<file path="config.mk">
export PLATFORM = sky130hd
export DESIGN_NAME = tlv_stream_parser_core
export DESIGN_NICKNAME = d
export VERILOG_FILES = /design/src/tsp_pkg.sv /design/src/tlv_stream_parser_core.sv
export SDC_FILE = /design/constraint.sdc
export NUM_CORES = 1
export LEC_CHECK = 0
export ABC_AREA = 0
export BUFFER_PORTS_ARGS = -buffer_cell sky130_fd_sc_hd__buf_4
export CAP_MARGIN = 20
export CELL_PAD_IN_SITES_DETAIL_PLACEMENT = 2
export CELL_PAD_IN_SITES_GLOBAL_PLACEMENT = 2
export CORE_ASPECT_RATIO = 2
export CORE_UTILIZATION = 38
export DETAILED_ROUTE_END_ITERATION = 12
export GPL_TIMING_DRIVEN = 0
export PLACE_DENSITY_LB_ADDON = 0.15
export SLEW_MARGIN = 40
export SYNTH_ARGS = -nofsm -noshare
export SYNTH_HDL_FRONTEND = slang
export SYNTH_SLANG_ARGS = --single-unit
</file>
<file path="constraint.sdc">
create_clock -name clk -period 4.7 [get_ports clk]
set_input_delay 0.47 -clock clk [delete_from_list [all_inputs] [get_ports clk]]
set_output_delay 0.47 -clock clk [all_outputs]
set_load 0.03 [all_outputs]
</file>
<file path="src/tsp_pkg.sv">
`timescale 1ns / 1ps

package tsp_pkg;

    // longest message, in bytes, before further bytes count as malformed
    localparam int unsigned MAX_MESSAGE_BYTES = 65535;

    // item kinds on the input side
    localparam logic OP_BYTE = 1'b0;
    localparam logic OP_END  = 1'b1;

    // parser phases
    localparam logic [1:0] PH_TYPE  = 2'd0;
    localparam logic [1:0] PH_LENHI = 2'd1;
    localparam logic [1:0] PH_LENLO = 2'd2;
    localparam logic [1:0] PH_VALUE = 2'd3;

    // byte roles
    localparam logic [2:0] ROLE_TYPE    = 3'd0;
    localparam logic [2:0] ROLE_LENHI   = 3'd1;
    localparam logic [2:0] ROLE_LENLO   = 3'd2;
    localparam logic [2:0] ROLE_VALUE   = 3'd3;
    localparam logic [2:0] ROLE_IGNORED = 3'd4;

    // message status
    localparam logic [1:0] ST_OK        = 2'd0;
    localparam logic [1:0] ST_MALFORMED = 2'd1;
    localparam logic [1:0] ST_TOO_MANY  = 2'd2;

    localparam logic [7:0] MAX_RECORDS_RESET = 8'd16;

    // one result item
    typedef struct packed {
        logic [7:0]  record_count;
        logic [1:0]  parse_status;
        logic        record_done;
        logic [15:0] value_index;
        logic [15:0] record_len;
        logic [7:0]  record_type;
        logic [7:0]  record_index;
        logic [7:0]  data_out;
        logic [15:0] byte_offset;
        logic [2:0]  byte_role;
    } result_t;

endpackage

</file>
<file path="src/tlv_stream_parser_core.sv">
`timescale 1ns / 1ps

// Streaming parser for type-length-value records: one type byte, a big-endian
// 16-bit length and that many value bytes. Each input item is a message byte
// (tuser 0) or an end-of-message marker (tuser 1); every item yields exactly one
// result item, registered in the cycle after it is accepted. A byte result tags the byte
// with its role, record index, type, length and value position; the end result
// (tuser 1) carries the message length, record count and status, and readies
// the parser for the next message. The parser takes one item every cycle: the
// phase update is a single step of logic feeding the output register, and the
// input stalls only while that register holds a result not yet taken.
// max_records may be written only while no item is in flight.

module tlv_stream_parser_core
    import tsp_pkg::*;
(
    input  logic        clk,
    input  logic        rst_n,
    // configuration
    input  logic        max_records_we,
    input  logic [7:0]  max_records_wdata,
    // input items
    input  logic        s_axis_tvalid,
    output logic        s_axis_tready,
    input  logic [7:0]  s_axis_tdata,   // [7:0] data_byte
    input  logic        s_axis_tuser,   // [0] op
    // result items
    output logic        m_axis_tvalid,
    input  logic        m_axis_tready,
    output logic [87:0] m_axis_tdata,   // [2:0] byte_role, [18:3] byte_offset,
                                        // [26:19] data_out, [34:27] record_index,
                                        // [42:35] record_type, [58:43] record_len,
                                        // [74:59] value_index, [75] record_done,
                                        // [77:76] parse_status, [85:78] record_count,
                                        // [87:86] zero
    output logic        m_axis_tuser    // [0] is_end
);

    localparam logic [16:0] MSG_LIMIT = 17'(MAX_MESSAGE_BYTES);

    logic [7:0]  max_records_reg;
    logic [1:0]  phase_reg, phase_next;
    logic [7:0]  records_seen_reg, records_seen_next;
    logic [7:0]  current_type_reg, current_type_next;
    logic [15:0] current_len_reg, current_len_next;
    logic [15:0] value_pos_reg, value_pos_next;
    logic [16:0] message_pos_reg, message_pos_next;
    logic        pending_overflow_reg, pending_overflow_next;
    logic [1:0]  error_code_reg, error_code_next;

    logic        out_valid_reg;
    logic        is_end_reg, is_end_next;
    result_t     result_reg, result_next;

    logic        accept;
    logic [15:0] offset_sat;
    logic [15:0] len_full;
    logic [15:0] value_pos_inc;

    // input stalls only while a result waits
    assign s_axis_tready = !out_valid_reg || m_axis_tready;
    assign accept        = s_axis_tvalid && s_axis_tready;

    assign offset_sat    = message_pos_reg[16] ? 16'hFFFF : message_pos_reg[15:0];
    assign len_full      = {current_len_reg[15:8], s_axis_tdata};
    assign value_pos_inc = value_pos_reg + 16'd1;

    // phase update and result for one item
    always_comb
    begin
        phase_next            = phase_reg;
        records_seen_next     = records_seen_reg;
        current_type_next     = current_type_reg;
        current_len_next      = current_len_reg;
        value_pos_next        = value_pos_reg;
        message_pos_next      = message_pos_reg;
        pending_overflow_next = pending_overflow_reg;
        error_code_next       = error_code_reg;
        result_next           = '0;
        is_end_next           = 1'b0;

        if (s_axis_tuser == OP_END)
        begin
            // end of message: report, then clear the message state
            is_end_next              = 1'b1;
            result_next.byte_offset  = offset_sat;
            result_next.record_count = records_seen_reg;
            if (error_code_reg != ST_OK)
                result_next.parse_status = error_code_reg;
            else if (phase_reg != PH_TYPE)
                result_next.parse_status = ST_MALFORMED;
            else
                result_next.parse_status = ST_OK;
            phase_next            = PH_TYPE;
            records_seen_next     = '0;
            current_type_next     = '0;
            current_len_next      = '0;
            value_pos_next        = '0;
            message_pos_next      = '0;
            pending_overflow_next = 1'b0;
            error_code_next       = ST_OK;
        end
        else
        begin
            result_next.byte_offset  = offset_sat;
            result_next.data_out     = s_axis_tdata;
            result_next.record_index = records_seen_reg;

            // message too long
            if (error_code_reg == ST_OK && message_pos_reg >= MSG_LIMIT)
                error_code_next = ST_MALFORMED;

            if (error_code_next != ST_OK)
            begin
                result_next.byte_role = ROLE_IGNORED;
            end
            else
            begin
                unique case (phase_reg)
                    PH_TYPE:
                    begin
                        result_next.byte_role   = ROLE_TYPE;
                        result_next.record_type = s_axis_tdata;
                        current_type_next       = s_axis_tdata;
                        current_len_next        = '0;
                        value_pos_next          = '0;
                        pending_overflow_next   = (records_seen_reg >= max_records_reg);
                        phase_next              = PH_LENHI;
                    end
                    PH_LENHI:
                    begin
                        result_next.byte_role   = ROLE_LENHI;
                        result_next.record_type = current_type_reg;
                        current_len_next        = {s_axis_tdata, 8'h00};
                        phase_next              = PH_LENLO;
                    end
                    PH_LENLO:
                    begin
                        result_next.byte_role   = ROLE_LENLO;
                        result_next.record_type = current_type_reg;
                        result_next.record_len  = len_full;
                        current_len_next        = len_full;
                        if (pending_overflow_reg)
                        begin
                            error_code_next       = ST_TOO_MANY;
                            pending_overflow_next = 1'b0;
                            phase_next            = PH_TYPE;
                        end
                        else if (len_full == 16'd0)
                        begin
                            result_next.record_done = 1'b1;
                            records_seen_next       = records_seen_reg + 8'd1;
                            phase_next              = PH_TYPE;
                        end
                        else
                        begin
                            value_pos_next = '0;
                            phase_next     = PH_VALUE;
                        end
                    end
                    PH_VALUE:
                    begin
                        result_next.byte_role   = ROLE_VALUE;
                        result_next.record_type = current_type_reg;
                        result_next.record_len  = current_len_reg;
                        result_next.value_index = value_pos_reg;
                        value_pos_next          = value_pos_inc;
                        if (value_pos_inc >= current_len_reg)
                        begin
                            result_next.record_done = 1'b1;
                            records_seen_next       = records_seen_reg + 8'd1;
                            phase_next              = PH_TYPE;
                        end
                    end
                    default:
                    begin
                        phase_next = PH_TYPE;
                    end
                endcase
            end

            // message position saturates
            if (message_pos_reg != 17'h1FFFF)
                message_pos_next = message_pos_reg + 17'd1;

            result_next.parse_status = error_code_next;
            result_next.record_count = records_seen_next;
        end
    end

    // configuration register
    always_ff @(posedge clk or negedge rst_n)
    begin
        if (!rst_n)
            max_records_reg <= MAX_RECORDS_RESET;
        else if (max_records_we)
            max_records_reg <= max_records_wdata;
    end

    // parser state
    always_ff @(posedge clk or negedge rst_n)
    begin
        if (!rst_n)
        begin
            phase_reg            <= PH_TYPE;
            records_seen_reg     <= '0;
            current_type_reg     <= '0;
            current_len_reg      <= '0;
            value_pos_reg        <= '0;
            message_pos_reg      <= '0;
            pending_overflow_reg <= 1'b0;
            error_code_reg       <= ST_OK;
        end
        else if (accept)
        begin
            phase_reg            <= phase_next;
            records_seen_reg     <= records_seen_next;
            current_type_reg     <= current_type_next;
            current_len_reg      <= current_len_next;
            value_pos_reg        <= value_pos_next;
            message_pos_reg      <= message_pos_next;
            pending_overflow_reg <= pending_overflow_next;
            error_code_reg       <= error_code_next;
        end
    end

    // output valid
    always_ff @(posedge clk or negedge rst_n)
    begin
        if (!rst_n)
            out_valid_reg <= 1'b0;
        else if (accept)
            out_valid_reg <= 1'b1;
        else if (m_axis_tready)
            out_valid_reg <= 1'b0;
    end

    // result payload
    always_ff @(posedge clk)
    begin
        if (accept)
        begin
            result_reg <= result_next;
            is_end_reg <= is_end_next;
        end
    end

    assign m_axis_tvalid = out_valid_reg;
    assign m_axis_tdata  = {2'b00, result_reg};
    assign m_axis_tuser  = is_end_reg;

endmodule

</file>
-- Word level (Yosys, flattened, before mapping)
Cells that the tools add are included.
- bitwise logic cells: 1
- reduce and logical (&&, ||, !) cells: 27
- add/subtract/negate cells: 3
- eq/ne operators: 9
- mux-type cells: 48
- $lt $le $gt $ge: 3
- operators with widths (operator ; count):
    $mux W16 ; 6
    $pmux W16 S3 ; 2
    $mux W8 ; 8
    $mux W17 ; 2
    $pmux W16 S2 ; 1
    $pmux W8 S2 ; 2
    $mux W2 ; 12
    $add A17 B1 Y17 const B ; 1
    $ge A17 B16 Y1 const B ; 1
    $ne A17 B17 Y1 const B ; 1
    $add A16 B1 Y16 const B ; 1
    $ge A16 B16 Y1 ; 1
    $logic_not A16 Y1 ; 1
    $pmux W3 S4 ; 1
    $reduce_and A3 Y1 ; 4
    $reduce_bool A2 Y1 ; 6
    $mux W10 ; 1
    $mux W1 ; 9
    $ne A3 B3 Y1 const B ; 3
    $add A8 B1 Y8 const B ; 1
    $ge A8 B8 Y1 ; 1
    $pmux W2 S4 ; 1
    $reduce_bool A4 Y1 ; 2
    $reduce_bool A3 Y1 ; 2
    other kinds (15) ; 21
- input port bits: 22
- flip-flop bits (word level): 166
- output and inout bits: 91

-- Depth between registers and ports, before layout
- depth after elaboration: 8
- depth in mapped cells: 17
- mapped depth without buffers: 14

-- Worst setup path before layout
Ideal clock, no wire load.
- path kind: reg-to-reg
- start point: reg out_valid_reg (netlist: m_axis_tvalid)
- end point: reg records_seen_reg[2]
- setup slack: 133 ps
- cell stages (with the launch flop): 7
- data arrival time: 4444 ps
- path through: dfrtp_1 -> nand2b_1 -> nand2_1 -> inv_1 -> clkbuf_1 -> nand2_1 -> a32o_1
- word-level cells in the longest chain between the ends: 3
- ends and longest elaborated chain (element ; RTL line ; RTL):
    from (decl) ; tlv_stream_parser_core.sv:51 ; logic out_valid_reg;
    from (signal assigned) ; tlv_stream_parser_core.sv:231 ; out_valid_reg <= 1'b0;
    from (signal assigned) ; tlv_stream_parser_core.sv:233 ; out_valid_reg <= 1'b1;
    from (signal assigned) ; tlv_stream_parser_core.sv:235 ; out_valid_reg <= 1'b0;
    $logic_not A1 Y1 ; tlv_stream_parser_core.sv:61 ; assign s_axis_tready = !out_valid_reg || m_axis_tready;
    $logic_or A1 B1 Y1 ; tlv_stream_parser_core.sv:61 ;
    named net s_axis_tready ; tlv_stream_parser_core.sv:24 ; output logic s_axis_tready,
    $logic_and A1 B1 Y1 ; tlv_stream_parser_core.sv:62 ; assign accept = s_axis_tvalid && s_axis_tready;
    named net accept ; tlv_stream_parser_core.sv:55 ; logic accept;
    to (signal assigned) ; tlv_stream_parser_core.sv:217 ; records_seen_reg <= records_seen_next;
    to (decl) ; tlv_stream_parser_core.sv:43 ; logic [7:0] records_seen_reg, records_seen_next;
The timed path passes the listed nets, and every way through them passes these cells.
A chain may end at the register's enable or synchronous reset.

==> results summary <==
The via count of the first global-routing pass was 7,086. Net switching is 30.2% of the power. The last weighted congestion value of the routability-driven placer is 0.842. The via count of the routed design came out at ~6,300. The largest vdd supply drop is 0.277 mV. STA classifies the critical path endpoint as a flip-flop. The maximum number of pins on one net before global-route repair came out at 80. Yosys mapped a number of flops with a built-in enable equal to 87. The fraction of met2 tracks used by global routing is 50.0%. The die outline width came out at 106 µm.

The final sum of negative setup slack is 0 ps. The maximum achievable frequency came out at 0.222 GHz. The post-route netlist has 23.4% of its cells at a drive strength greater than 1.

The diode insertion count for antenna repair is 0. The area added between synthesis and finish is 23.3%. The worst setup path is launched from a flip-flop.

The global-route met3 utilization came out at 4.60%. The post-detailed-route via-to-cell ratio is 5.45. The total power after layout is between 4 and 5 mW.

The cell area that synthesis handed to floorplanning was 8170 µm². The clock tree synthesis step divided the H-tree into 4 levels. The relative contribution of combinational cells to total power came out at between 20% and 30%. The smallest clock period supported by the final layout is computed as 4500 ps.

The I/O pin count came out at 113. The later pin in the worst-skew pair is clocked with a latency of 450 ps. Data arrives at the worst endpoint at 4800 ps. The standard cell core area is 21,000 µm².

The overall routed net length came out at about 26,000 µm. The initial antenna violation count was 0. The filler-free cell count of the finished design is 1,151. The slowest stage of the critical path belongs to the cell sky130_fd_sc_hd__dfrtp_1.

For this design, the sink count on the clock tree is 166. The number of core rows came out at 75. Across every metal layer, demand over resource in global routing totals 24.3%.

After technology mapping, the gate count stands at 737. The number of DRC markers after the initial detailed-route iteration came out at 215. For this run, design rule violations remaining after detail routing come to 0. The placed instance area is between 9000 and 10,000 µm².

The design internal power is between 2 and 3 mW. Each instance of the synthesized netlist takes up on average 11.1 µm². The sequential element share of the synthesized area came out at 56.2%. The headroom to the max-slew limit is about two fifths. The clock passes through at most 2 buffers. The global route total overflow is 0.

TritonCTS built the clock tree. The cell count after placement came out at roughly 1,100. The number of setup violations in the final report came out at 0. The type of the worst min-delay path is input port to asynchronous set/reset pin. The biggest area consumer among synthesized cells is sky130_fd_sc_hd__edfxtp_1. The setup clock skew after layout came out at 10.6 ps.

In the layout the commonest cells are sky130_fd_sc_hd__buf_4, sky130_fd_sc_hd__edfxtp_1, sky130_fd_sc_hd__dfrtp_1. The starting utilization of the core area came out at 38.9%. In the post-synthesis netlist, the biggest area contributors are sky130_fd_sc_hd__edfxtp_1, sky130_fd_sc_hd__dfrtp_1, sky130_fd_sc_hd__ha_1. The switching power summed over all nets is 1.29 mW. Along the worst path, the maximum fanout reaches 10. For the pin with the worst max-slew slack, the measured transition is 913 ps. The critical path goes through ha_1 > nand3_1 > nor2_2 > and3_1 > buf_2 > and3_1 > xnor2_1 > inv_1 > ha_1 > nand4_1 > nor4_4 > nand4_1 > o211a_1 > buf_2 > nor2_2 > buf_2 > a221o_1. In the synthesized netlist the dominant register cell turns out to be sky130_fd_sc_hd__edfxtp_1. The placed wire-length estimate after detailed placement is 19,000 µm.

The max-slew violation count came to 0. The standby leakage power came out at 4.53 nW. The flip-flop and latch count after synthesis came out at 166. In the final routed layout, each cell accounts on average for 22.6 µm. Clock tree synthesis selected as its root buffer the cell sky130_fd_sc_hd__clkbuf_16. The count of maximum capacitance violations came out at 0. The number of unique standard cell types used by synthesis is between 60 and 70. The count of endpoints failing hold in the final timing report is 0. The power density of the placed cells is 423 nW/µm².

The count of yosys warnings during synthesis is 0. The delay of the slowest cell on the worst path came out at roughly 500 ps. The count of TritonRoute iterations in the first routing pass is 4.

The number of nets at the end of the flow came out at roughly 920. Clock-pin slew was measured on the worst setup and hold paths at 60 ps. Of all flip-flops after synthesis, the portion carrying an async set or reset was roughly 48%. The port buffer count came out at 110. The flow ran to the end, and the final reports show no timing, DRC or antenna violations.

The highest-utilization routing layer at the global route stage is met2. The commonest non-fill, non-tap cell in the layout is sky130_fd_sc_hd__buf_4. The floorplan step defined a die boundary enclosing 22,100 µm². The sequential share of power is 41.1%.

The required time of the critical path came out at 5000 ps. The register with the most flip-flops in the layout has 86 of them. The clock network accounts for 36.8% of the total power. The remaining antenna violation count after routing came out at 0. The final critical path takes up 95.7% of the cycle. In this run the vertical extent of the chip is approximately 210 µm.

The first global-routing pass estimated between 30,000 and 40,000 µm of wire. The worst hold slack came out at between 50 and 60 ps. The proportion of netlist area held by the largest area contributor came out at 32.0%. The met1 demand-to-capacity share in global routing came out at between 20% and 30%. The design area is about 10,000 µm².

The total CTS buffers came out at 17. The worst setup path is of the flip-flop to flip-flop kind. The most used cell along the critical path is sky130_fd_sc_hd__buf_2.
[path summary, 6_finish.rpt]
| check | cells after the start | end | slack [ps] | start |
|---|---|---|---|---|
| max in group asynchronous | 1 | records_seen_reg[1]$_DFFE_PN0P_ | 4110 | rst_n |
| min | 1 | value_pos_reg[13]$_DFFE_PN0P_ | 50 | rst_n |
| min in group clk | 3 | max_records_reg[1]$_DFFE_PN0P_ | 230 | max_records_wdata[1] |
| min reg2reg | 1 | current_type_reg[0]$_DFFE_PN0P_ | 520 | current_type_reg[0]$_DFFE_PN0P_ |
| max | 17 | m_axis_tdata[84]$_DFFE_PP_ | 200 | value_pos_reg[0]$_DFFE_PN0P_ |
| max reg2reg | 17 | m_axis_tdata[84]$_DFFE_PP_ | 200 | value_pos_reg[0]$_DFFE_PN0P_ |
[power groups by stage]
stage	logic (mW)	clock network, mW	registers [mW]
floorplan	0.483	0	1.86
global placement	0.857	0	1.78
detailed placement	0.902	0	1.78
CTS	0.911	1.60	1.75
global route	1.01	1.64	1.76
finish	0.941	1.57	1.75
[stage by stage]
step / util, % / setup WS (ps)
floorplan: - / 133
CTS: 47.7 / 82.4
global route: 47.9 / -17.4
finish: 47.9 / 200
detailed placement: 44.6 / 237
global placement: 44.4 / -1700
[layer usage]
| layer | vias up | part of all wire [%] |
|---|---|---|
| li1 | 2891 | - |
| met1 | 3213 | 33 |
| met2 | 127 | 61 |
| met3 | 41 | 2.5 |
| met4 | 0 | 2.9 |
| met5 | - | 0 |
[area by class of cell]
cell class | instances | area (µm²)
flip-flops and latches | 166 | 4590
clock inverters | 8 | 170
inverters | 37 | 139
well taps | 269 | 337
multi-input cells | 495 | 3290
repair buffers | 113 | 880
fillers | 2230 | 11000
clock buffers | 24 | 482
plain buffers | 39 | 185
[synth_stat cells, types with 9 or more instances]
| library cell | count |
|---|---|
| sky130_fd_sc_hd__nand2_1 | 59 |
| sky130_fd_sc_hd__nor3_1 | 17 |
| sky130_fd_sc_hd__inv_1 | 37 |
| sky130_fd_sc_hd__a22o_1 | 9 |
| sky130_fd_sc_hd__nand4_1 | 9 |
| sky130_fd_sc_hd__o21ai_0 | 37 |
| sky130_fd_sc_hd__dfrtp_1 | 78 |
| sky130_fd_sc_hd__clkbuf_1 | 20 |
| sky130_fd_sc_hd__ha_1 | 33 |
| sky130_fd_sc_hd__mux2_2 | 13 |
| sky130_fd_sc_hd__mux2i_1 | 11 |
| sky130_fd_sc_hd__nor2_1 | 68 |
| sky130_fd_sc_hd__a21oi_1 | 25 |
| sky130_fd_sc_hd__buf_2 | 9 |
| sky130_fd_sc_hd__edfxtp_1 | 87 |
| sky130_fd_sc_hd__nor4_1 | 9 |
| sky130_fd_sc_hd__nor2b_1 | 16 |
| sky130_fd_sc_hd__xnor2_1 | 9 |
| sky130_fd_sc_hd__and2_1 | 10 |
| sky130_fd_sc_hd__and3_1 | 29 |
| sky130_fd_sc_hd__or2_2 | 16 |
| sky130_fd_sc_hd__xor2_1 | 16 |
| sky130_fd_sc_hd__o21ai_1 | 9 |
| sky130_fd_sc_hd__nand3_1 | 21 |
| sky130_fd_sc_hd__nand2b_1 | 9 |
[what timing repair did]
item	in CTS	in global routing
endpoints found under the hold margin	0	0
hold buffers	0	0
setup endpoints to repair	0	7
resized for setup	0	5
buffers inserted	0	1
[critical path, delay by kind of cell, from the launching register on]
family          cells  cell delay (ps)
compound gates      2              390
xor+xnor            1              170
fa+ha+maj           2              600
buf+inv             4              770
flops               1              500
simple gates        8             1920
[logic make-up after synthesis]
| kind of cell | Yosys count | synth area share, % |
|---|---|---|
| multiplexers | 24 | 3.14 |
| other | 1 | 0.0459 |
| buffers and inverters | 77 | 3.97 |
| XOR/XNOR | 25 | 2.68 |
| flip-flops | 166 | 56.2 |
| AO/OA/AOI/OAI | 135 | 11.6 |
| adder cells (fa/ha/maj) | 33 | 5.06 |
| AND/OR/NAND/NOR | 276 | 17.3 |
(Power assumes the default switching activity.)
